===== config.mk =====
export PLATFORM = sky130hd
export DESIGN_NAME = rmf_cell
export DESIGN_NICKNAME = d
export VERILOG_FILES = /design/src/hw/rtl/rmf_pkg.sv /design/src/hw/rtl/rmf_cell.sv
export SDC_FILE = /design/constraint.sdc
export NUM_CORES = 1
export LEC_CHECK = 0
export BUFFER_PORTS_ARGS = -buffer_cell sky130_fd_sc_hd__buf_4
export CORE_ASPECT_RATIO = 0.9
export CORE_UTILIZATION = 40
export CTS_CLUSTER_SIZE = 24
export DETAILED_ROUTE_END_ITERATION = 12
export GPL_ROUTABILITY_DRIVEN = 0
export HOLD_SLACK_MARGIN = 0.03
export REMOVE_ABC_BUFFERS = 1
export SYNTH_ARGS = -nofsm -noshare
export SYNTH_HDL_FRONTEND = slang
export SYNTH_SLANG_ARGS = --single-unit

===== constraint.sdc =====
create_clock -name clk -period 4 [get_ports clk]
set_input_delay 0.4 -clock clk [delete_from_list [all_inputs] [get_ports clk]]
set_output_delay 0.4 -clock clk [all_outputs]
set_load 0.005 [all_outputs]

===== src/hw/rtl/rmf_pkg.sv =====
`timescale 1ns / 1ps

package rmf_pkg;

  localparam int ADDR_W              = 32;
  localparam int PLEN_W              = 6;
  localparam int USED_W              = 7;
  localparam int DEFAULT_TABLE_DEPTH = 64;

  localparam logic [PLEN_W-1:0] PLEN_MAX = PLEN_W'(ADDR_W);

  typedef enum logic [1:0] {
    OP_CLEAR  = 2'd0,
    OP_RANGE  = 2'd1,
    OP_PREFIX = 2'd2,
    OP_QUERY  = 2'd3
  } opcode_t;

  typedef enum logic [1:0] {
    ST_OK         = 2'd0,
    ST_FULL       = 2'd1,
    ST_BAD_PREFIX = 2'd2
  } status_t;

  typedef struct packed {
    opcode_t             opcode;
    logic [ADDR_W-1:0]   address;
    logic [ADDR_W-1:0]   range_end;
    logic [PLEN_W-1:0]   prefix_len;
  } in_item_t;

  typedef struct packed {
    logic                keep;
    logic                hit;
    status_t             status;
    logic [USED_W-1:0]   entries_used;
  } out_item_t;

  typedef struct packed {
    logic                vld;
    opcode_t             op;
    logic [ADDR_W-1:0]   lo;
    logic [ADDR_W-1:0]   hi;
    logic                hit;
    logic                placed;
  } token_t;

endpackage


===== src/hw/rtl/rmf_cell.sv =====
`timescale 1ns / 1ps

module rmf_cell (
  input  logic            clk,
  input  logic            rst,
  input  logic            advance,
  input  rmf_pkg::token_t tok_in,
  output rmf_pkg::token_t tok_out
);

  logic [rmf_pkg::ADDR_W-1:0] entry_lo;
  logic [rmf_pkg::ADDR_W-1:0] entry_hi;
  logic                       entry_vld;
  logic                       contains;
  logic                       take;
  logic                       is_add;
  rmf_pkg::token_t            tok_next;

  assign contains = entry_vld && (tok_in.lo >= entry_lo) && (tok_in.lo <= entry_hi);
  assign is_add   = (tok_in.op == rmf_pkg::OP_RANGE) || (tok_in.op == rmf_pkg::OP_PREFIX);
  assign take     = tok_in.vld && is_add && !tok_in.placed && !entry_vld;

  always_comb begin
    tok_next = tok_in;
    if (tok_in.op == rmf_pkg::OP_QUERY) begin
      tok_next.hit = tok_in.hit | contains;
    end
    if (take) begin
      tok_next.placed = 1'b1;
    end
  end

  always_ff @(posedge clk) begin
    if (advance && take) begin
      entry_lo <= tok_in.lo;
      entry_hi <= tok_in.hi;
    end
  end

  always_ff @(posedge clk) begin
    if (rst) begin
      entry_vld <= 1'b0;
    end else if (advance && tok_in.vld) begin
      if (tok_in.op == rmf_pkg::OP_CLEAR) begin
        entry_vld <= 1'b0;
      end else if (take) begin
        entry_vld <= 1'b1;
      end
    end
  end

  always_ff @(posedge clk) begin
    if (rst) begin
      tok_out <= '0;
    end else if (advance) begin
      tok_out <= tok_next;
    end
  end

endmodule


After elaboration in Yosys (flattened, before gate mapping)
Cells that the tools add are included.

$lt $le $gt $ge: 2. Equal/unequal tests: 3. Multiplexer cells: 4. Bitwise gates (word level): 1. Reductions and logical operators: 13.

Operators with widths (number): 32-bit greater-or-equal comparator (1); 32-bit <= comparator (1); 1-bit logical AND (7); 2-bit == test, second input constant (2); 1-bit 2-to-1 mux (4); 2-bit by 1-bit == test with 1-bit output, second input constant (1); 1-bit zero test (2); 2-bit zero test (1); 2-bit AND reduction (1); 2-bit nonzero test (1); 1-bit logical OR (1); 1-bit OR (1).

Register bits after elaboration: 134. Output and inout bits: 69. Logic and storage cells: 32.

Logic depth before layout (Yosys ltp)
Gate-level depths: netlist of run 1.

Depth after elaboration: 7. Depth in mapped cells: 8.

Worst setup path after synthesis of run 1
OpenSTA, ideal clock, no wires.

Path type: input-to-reg. Start: input tok_in[66] (netlist bit). End: register entry_hi[0] (netlist bit), enable pin. Library setup time: 0.488 ns. Arrival time: 3.503 ns. Required time: 3.512 ns. Setup slack: 0.010 ns. Cell stages on the path: 4. Path buffers: 0. Path through: inv_1 > ha_1 > nand4b_1 > nor2_1.

Word-level cells in the longest chain between the ends: 6.

Ends and longest elaborated chain: start: declaration (line rmf_cell.sv:7) `input rmf_pkg::token_t tok_in,`; 2-bit by 1-bit == test with 1-bit output or 2-bit == test (tied branches) (line rmf_cell.sv:20) `assign is_add = (tok_in.op == rmf_pkg::OP_RANGE) || (tok_in.op == rmf_pkg::OP_PREFIX);`; 1-bit logical OR * (line rmf_cell.sv:20); 1-bit logical AND * (3 in series) (line rmf_cell.sv:21) `assign take = tok_in.vld && is_add && !tok_in.placed && !entry_vld;`; 1-bit logical AND * (line rmf_cell.sv:34) `if (advance && take) begin`; end signal: assignment (line rmf_cell.sv:36) `entry_hi <= tok_in.hi;`; end: declaration (line rmf_cell.sv:12) `logic [rmf_pkg::ADDR_W-1:0] entry_hi;`.

Every way passes the cells marked *; elsewhere a longest branch is shown, timed or not. A chain may end at the register's enable or synchronous reset.

Worst setup path after layout of run 1
Start: register entry_hi[25] (netlist bit). End: register tok_out[1] (netlist bit).

Word-level cells in the longest chain between the ends: 4.

Ends and longest elaborated chain: 32-bit <= comparator (line rmf_cell.sv:19) `assign contains = entry_vld && (tok_in.lo >= entry_lo) && (tok_in.lo <= entry_hi);`; 1-bit logical AND (line rmf_cell.sv:19); 1-bit OR (line rmf_cell.sv:26) `tok_next.hit = tok_in.hit | contains;`; 1-bit 2-to-1 mux (line rmf_cell.sv:25) `if (tok_in.op == rmf_pkg::OP_QUERY) begin`; end signal: assignment (line rmf_cell.sv:56) `tok_out <= tok_next;`; end: declaration (line rmf_cell.sv:8) `output rmf_pkg::token_t tok_out`.

No other way between the ends.

==> results.toml, run 1 <==
[synth]
synthCells = 529
synth_area_leaders = "edfxtp_1 (32%), dfxtp_1 (23%), ha_1 (14%), mux2i_1 (11%), nor2_1 (4.8%)"
yosysTopAreaCell = "edfxtp_1"
yosysWarnings = 0
synth_seq_cells = 134
seq_area_frac_synth_pct = 55.3
yosys.area.top_type_share_pct = 32.0
netlist_area_um2 = 6010
yosys.cell_types.count = 33
avgSynthCellArea_um2 = 11.4

[floorplanning]
fp-row-count = 42
die_x_um = 131
io_pins = 141
die_h_um = 118
die_area_um2 = 15500
start_util_pct = 40.8
core_um2 = 14700

[route]
vias = 4213
drt_first_pass_iters = 5
wl_per_cell_um = 14.6
routed_wl_mm = 12.9
drt_iter0_markers = 195
vias_per_cell = 4.76
postRouteAntennaNets = 0
drc = 0

[power]
p_per_area_nw_per_um2 = 424
power_mw = 3.31
power.leakage_nw = 3.72
peakVddDrop_uv = 292

[critical_path]
start_kind = "flop"
cp_common_cell = "a211oi_2"
path_delay_family = "compound AO/OA/AOI/OAI gates"
worstPathArrival_ps = 2440
cp_num_buf_inv = 1
cp-end-kind = "flop"
slowest_delay_ps = 540
path_cells = "inv_1 > ha_1 > a21oi_2 > nor2_1 > a211oi_2 > o211ai_1 > or4_1 > a211oi_2"
reg2regPathDepth = 8
crit_fanout = 2
crit_type = "reg -> reg"
cp_slowest_cell = "or4_1"
cp.depth = 8
critPathRequiredTime_ps = 4340

[sta]
final.setup.tns_ps = 0
max_slew_margin_pct = 51.0
setup_viol = 0
finClkSkew_ps = 3.95
drv_slew = 0
rsz0062_at_grt = "false"
fin_crit_sh_pct = 52.6
hold_violations = 0
fin_crit_ps = 2100
worst_pin_slew_ps = 735
fmax_ghz = 0.475

[clock_network]
cts_sinks = 134
cts_tree = "built"
cts_buffers = 17
cts_setup_buffers = 0
clockRootBuffer = "clkbuf_16"
ctsResizeCount = 0
cts_buffer_depth = 2
cts_max_level = 4
hold_buffers = 0
clk_latency_ps = 410
clk_pin_slew_ps = 60

[place]
place_inst = 854
port_buffers = 140
detailed_place_hpwl_mm = 9.38

[grt]
grt_overflow = 0
grt_use_total_pct = 17.6
grt_max_degree = 71
grt_pass1_wl_mm = 21.2
antenna_found_initial = 0
grt_pass1_vias = 4266

[layout]
drive_above_1_share_pct = 25.0
diodes = 0
area_delta_synth_final_pct = 30.0
instances_no_fill = 886
final_util_pct = 53.1
nets = 813

[hold_path]
hold_depth = 1
holdCritPathClass = "in -> reg"

[job]
drv_cap = 0

[status]
outcome = "finished, final reports clean"
## state kept, by name, summed over array words and instances, names as in the netlist
register   cells
tok_out       69
entry_hi      32
entry_lo      32
entry_vld      1
## worst register-to-register path, stage by stage (launching register included)
cell and delay, ps:
edfxtp_1 350, inv_1 70, ha_1 250, a21oi_2 150
nor2_1 60, a211oi_2 260, o211ai_1 160, or4_1 540
a211oi_2 180
## layout make-up
cell class / count / area (um^2)
fill: 1296 / 6900
sequential: 134 / 3320
multi-input combinational: 312 / 2370
timing repair buffer: 143 / 1070
clock buffer: 21 / 462
inverter: 67 / 251
tap: 198 / 248
clock inverter: 11 / 81.3
## cells in the final DEF, fill, tap and decap left out, types with 18 or more instances in the layout
master	count
buf_4	143
nor2_1	76
dfxtp_1	70
inv_1	67
mux2i_1	67
ha_1	66
edfxtp_1	64
a21oi_1	26
nand2_1	20
clkbuf_16	18
## per-layer routing
layer / track usage (%) / wire length [um]
met5: 0 / 0
met1: 22.6 / 6250
met4: 6.18 / 123
met3: 5.23 / 477
met2: 28.1 / 6060
## cell usage after synthesis, drive strengths merged
master / number
a211oi: 5
a21o: 3
a21oi: 27
a221o: 1
a221oi: 1
a311oi: 1
a31oi: 2
buf: 8
clkbuf: 8
dfxtp: 70
edfxtp: 64
ha: 66
inv: 67
mux2i: 67
nand2: 20
nand2b: 1
nand3: 2
nand4: 10
nand4b: 1
nor2: 77
nor2b: 2
nor3: 4
nor3b: 1
nor4: 3
o211ai: 4
o21a: 1
o21ai: 10
o21bai: 1
o311ai: 1
or4: 1
## worst paths after layout
kind | slack (ps) | end | from
setup / recovery | 1900 | tok_out[1] | entry_hi[25]
hold / removal | 170 | entry_hi[16] | tok_in[18]
setup reg to reg | 1900 | tok_out[1] | entry_hi[25]
hold reg to reg | 490 | tok_out[25] | tok_out[25]
## cells by family after synthesis
group | Yosys count | share of synthesized area, %
AOI/OAI and AO/OA | 57 | 5.87
adders and majority gates | 66 | 13.7
buffers and inverters | 83 | 5.31
DFF | 134 | 55.3
muxes | 67 | 11.2
and+or+nand+nor | 122 | 8.62
## per-stage QoR
stage | setup slack [ps] | hold slack (ps) | cell area (um^2)
2_1_floorplan | 12.1 | 472 | 5940
6_report | 1900 | 173 | 7810
3_3_place_gp | 1760 | 473 | 7270
3_5_place_dp | 1730 | 481 | 7270
4_1_cts | 1910 | 149 | 7810
5_1_grt | 1840 | 146 | 7810
## power breakdown
part	leakage (nW)	switching, mW	internal, mW	total, mW
logic	2.29	0.170	0.178	0.348
clock network	0.266	0.562	0.878	1.44
registers	1.16	0.0256	1.50	1.52
total	3.72	0.758	2.55	3.31
(Power assumes the default switching activity.)
==> inputs of run 2 (changes only) <==
Clock period 4 ns to 1.9 ns, I/O delays scaled along.
==> results.toml, run 2 (synthesis results as in run 1) <==
[status]
outcome = "finished with violations"
violations = "negative setup slack"

[layout]
final_util_pct = 59.7
final_cell_mix = "buf_4 (174), nor2_1 (76), dfxtp_1 (70)"
nets = 896
fillers = 1223
area_delta_synth_final_pct = 46.3
reg_top3 = "tok_out (69), entry_hi (32), entry_lo (32)"
final_area_um2 = 8790
largest_register = "tok_out"
instances_no_fill = 969
final_common_cell = "buf_4"
drive_above_1_share_pct = 29.2
diodes = 0
largest_reg_flops = 69

[route]
routed_wl_mm = 14.2
drt_iter0_markers = 134
vias_per_cell = 4.75
postRouteAntennaNets = 0
drc = 0
vias = 4603
drt_first_pass_iters = 4
wl_per_cell_um = 14.6

[clock_network]
clk_latency_ps = 420
cts_sinks = 134
cts_max_level = 4
clockRootBuffer = "clkbuf_16"
cts_buffer_depth = 2
cts_buffers = 17
cts_tree = "built"
clk_pin_slew_ps = 50

[floorplanning]
die_h_um = 118
core_um2 = 14700
fp-row-count = 42
start_util_pct = 40.8
io_pins = 141
die_x_um = 131
die_area_um2 = 15500

[power]
p_sw_mw = 1.66
power.leakage_nw = 4.13
p_seq_share_pct = 42.4
power_mw = 7.55
power.share.clock_pct = 45.7
p_per_area_nw_per_um2 = 859
pwr-share-comb_pct = 11.9
power.internal_mw = 5.89
peakVddDrop_uv = 584
p_sw_share_pct = 22.0

[sta]
rsz0062_at_grt = "true"
hold_violations = 0
max_slew_margin_pct = 64.2
fin_crit_sh_pct = 108
fin_crit_ps = 2050
finClkSkew_ps = 5.35
fin_ws_ps = -151
worst_pin_slew_ps = 536
drv_slew = 0
setup_viol = 1
hold_ws_ps = 51.5
final.setup.tns_ps = -151
fmax_ghz = 0.488

[grt]
grt_max_degree = 48
busiest_layer = "met2"
grt_use_met3_pct = 4.98
use_met1_pct = 24.0
grt_util_met2_pct = 31.7
grt_pass1_vias = 4703
antenna_found_initial = 0
grt_overflow = 0
grt_use_total_pct = 19.3
grt_pass1_wl_mm = 23.1

[critical_path]
r2r_start = "entry_hi[13]"
cp-endpoint = "tok_out[1]"
crit_fanout = 2
worstReg2RegEnd = "tok_out[1]"
reg2regPathDepth = 8
critPathRequiredTime_ps = 2240
startpoint = "entry_hi[13]"
cp-end-kind = "flop"
r2r_slack_ps = -150
start_kind = "flop"
worstPathArrival_ps = 2390
crit_type = "reg -> reg"

[place]
dpl_cell_area_um2 = 7550
pre_cts_ws_ps = -166
detailed_place_hpwl_mm = 9.73
port_buffers = 140
place_inst = 886

[job]
drv_cap = 0

[hold_path]
holdCritPathClass = "in -> reg"
run 2: cell types whose count changed in the layout (fill, tap and decap cells not counted), moves of 3 or more:
cell,change
buf_12,+3
buf_4,+31
clkbuf_8,+5
clkinv_1,-4
clkinv_2,-4
dlygate4sd3_1,+49
ha_1,-6
ha_4,+6
run 2: power groups by stage:
stage / Sequential [mW] / Clock [mW] / Combinational [mW]
2_1_floorplan: 3.27 / 0 / 0.295
3_3_place_gp: 3.26 / 0 / 0.772
3_5_place_dp: 3.26 / 0 / 0.791
4_1_cts: 3.20 / 3.52 / 0.898
5_1_grt: 3.21 / 3.63 / 0.992
6_report: 3.20 / 3.45 / 0.899
run 2: area by class of cell:
class	count	area [um^2]	area share [%]
sequential	134	3320	37.8
multi-input combinational	312	2490	28.3
timing repair buffer	226	1860	21.1
clock buffer	26	509	5.79
inverter	67	251	2.86
tap	198	248	2.82
clock inverter	6	113	1.28
run 2: timing repair:
action / in CTS / in global routing
pin swaps: 11 / 3
setup buffers: 4 / 0
resized for setup: 12 / 5
hold endpoints to repair: 82 / 0
endpoints found under the setup margin: 1 / 1
hold buffers: 49 / 0
run 2: worst max-delay path, stage by stage (launching register included):
cell	delay (ps)
edfxtp_1	390
inv_2	80
ha_4	190
nand4_1	160
buf_4	150
a21oi_2	40
a221o_1	270
or4_4	510
a211oi_2	180
run 2: worst min path at each step:
stage / startpoint / endpoint / slack, ps / cells past startpoint
after floorplan: rst / tok_out[0] / 260 / 1
after global routing: tok_in[43] / tok_out[43] / 50 / 3
after detailed placement: tok_in[12] / entry_hi[10] / 380 / 1
final: tok_in[53] / tok_out[53] / 50 / 3
after CTS: tok_in[62] / tok_out[62] / 30 / 3
after global placement: tok_in[31] / entry_hi[29] / 380 / 1
run 2: routing by layer:
metal	vias up	wire length, um
li1	2300	-
met3	22	554
met5	-	0
met1	2182	6610
met2	99	6760
met4	0	265
==> inputs of run 3 (changes only) <==
Settings changed: SKIP_CTS_REPAIR_TIMING set to 1.
==> results.toml, run 3 (synthesis results as in run 1) <==
[critical_path]
crit_type = "reg -> reg"
worstPathArrival_ps = 2400
critPathRequiredTime_ps = 2240
crit_fanout = 2
cp-end-kind = "flop"
start_kind = "flop"

[route]
postRouteAntennaNets = 0
drt_iter0_markers = 172
vias = 4576
wl_per_cell_um = 14.6
drt_first_pass_iters = 4
routed_wl_mm = 14.1
vias_per_cell = 4.74
drc = 0

[power]
pwr-share-comb_pct = 11.8
p_sw_share_pct = 21.9
p_sw_mw = 1.65
p_per_area_nw_per_um2 = 863
p_seq_share_pct = 42.5
peakVddDrop_uv = 583
power.leakage_nw = 4.11
power.share.clock_pct = 45.7
power.internal_mw = 5.89

[clock_network]
clk_pin_slew_ps = 60
clk_latency_ps = 420
cts_buffer_depth = 2
cts_max_level = 4
cts_buffers = 17
cts_tree = "built"
clockRootBuffer = "clkbuf_16"
cts_sinks = 134

[floorplanning]
die_h_um = 118
core_um2 = 14700
die_area_um2 = 15500
start_util_pct = 40.8
fp-row-count = 42
io_pins = 141
die_x_um = 131

[sta]
max_slew_margin_pct = 64.3
hold_violations = 0
worst_pin_slew_ps = 535
rsz0062_at_grt = "true"
setup_viol = 1
finClkSkew_ps = 6.33
fin_ws_ps = -163
fmax_ghz = 0.485
fin_crit_ps = 2060
fin_crit_sh_pct = 109
drv_slew = 0

[place]
dpl_cell_area_um2 = 7550
detailed_place_hpwl_mm = 9.73
port_buffers = 140
place_inst = 886
pre_cts_ws_ps = -166

[grt]
grt_overflow = 0
antenna_found_initial = 0
grt_pass1_vias = 4408
busiest_layer = "met2"
grt_max_degree = 48
grt_use_met3_pct = 4.98
grt_use_total_pct = 18.1
grt_pass1_wl_mm = 21.7
grt_util_met2_pct = 28.4
use_met1_pct = 23.2

[layout]
reg_top3 = "tok_out (69), entry_hi (32), entry_lo (32)"
final_cell_mix = "buf_4 (172), nor2_1 (75), dfxtp_1 (70)"
nets = 893
instances_no_fill = 966
fillers = 1249
largest_reg_flops = 69
drive_above_1_share_pct = 28.4
area_delta_synth_final_pct = 45.3
final_area_um2 = 8730
diodes = 0
final_common_cell = "buf_4"
largest_register = "tok_out"

[hold_path]
holdCritPathClass = "in -> reg"

[status]
violations = "negative setup slack"
outcome = "finished with violations"

[job]
drv_cap = 0
## run 3: path summary, 6_finish.rpt
kind / start / end / slack (ps) / cells past startpoint
max: entry_hi[25] / tok_out[1] / -160 / 8
max reg2reg: entry_hi[25] / tok_out[1] / -160 / 8
min reg2reg: tok_out[42] / tok_out[42] / 490 / 2
min: tok_in[0] / tok_out[0] / 40 / 3
## run 3: routing by layer
layer / routed length (um) / up-vias
met5: 0 / -
met4: 230 / 0
met3: 506 / 19
met2: 6690 / 95
met1: 6650 / 2164
li1: - / 2298
## run 3: power groups by stage
stage	Combinational [mW]	Clock, mW	Sequential (mW)
after global placement	0.772	0	3.26
after global routing	0.983	3.64	3.21
after CTS	0.799	3.52	3.20
final	0.889	3.44	3.20
after floorplan	0.295	0	3.27
after detailed placement	0.791	0	3.26
## run 3: cell type report
type / count / area (um^2) / share of cell area, %
multi-input combinational: 312 / 2450 / 28.1
clock inverter: 6 / 113 / 1.29
sequential: 134 / 3320 / 38.1
inverter: 67 / 251 / 2.88
tap: 198 / 248 / 2.84
clock buffer: 26 / 509 / 5.83
timing repair buffer: 223 / 1830 / 21.0
## run 3: worst max-delay path, stage by stage, from the launching register on
cell      delay, ps
edfxtp_1        380
inv_2            80
ha_4            200
a21oi_4         120
nor2_2           50
a211oi_2        220
o211ai_1        190
or4_4           560
a211oi_2        170
## run 3: per-stage QoR
step	total power [mW]	utilization, %	hold WS [ps]	setup TNS (ps)
finish	7.53	59.3	35.1	-163
global route	7.83	59.3	39.1	-277
CTS	7.52	55.5	-70.6	-229
detailed placement	4.05	51.3	381	-166
global placement	4.03	51.3	380	-160
floorplan	3.56	-	262	-121890
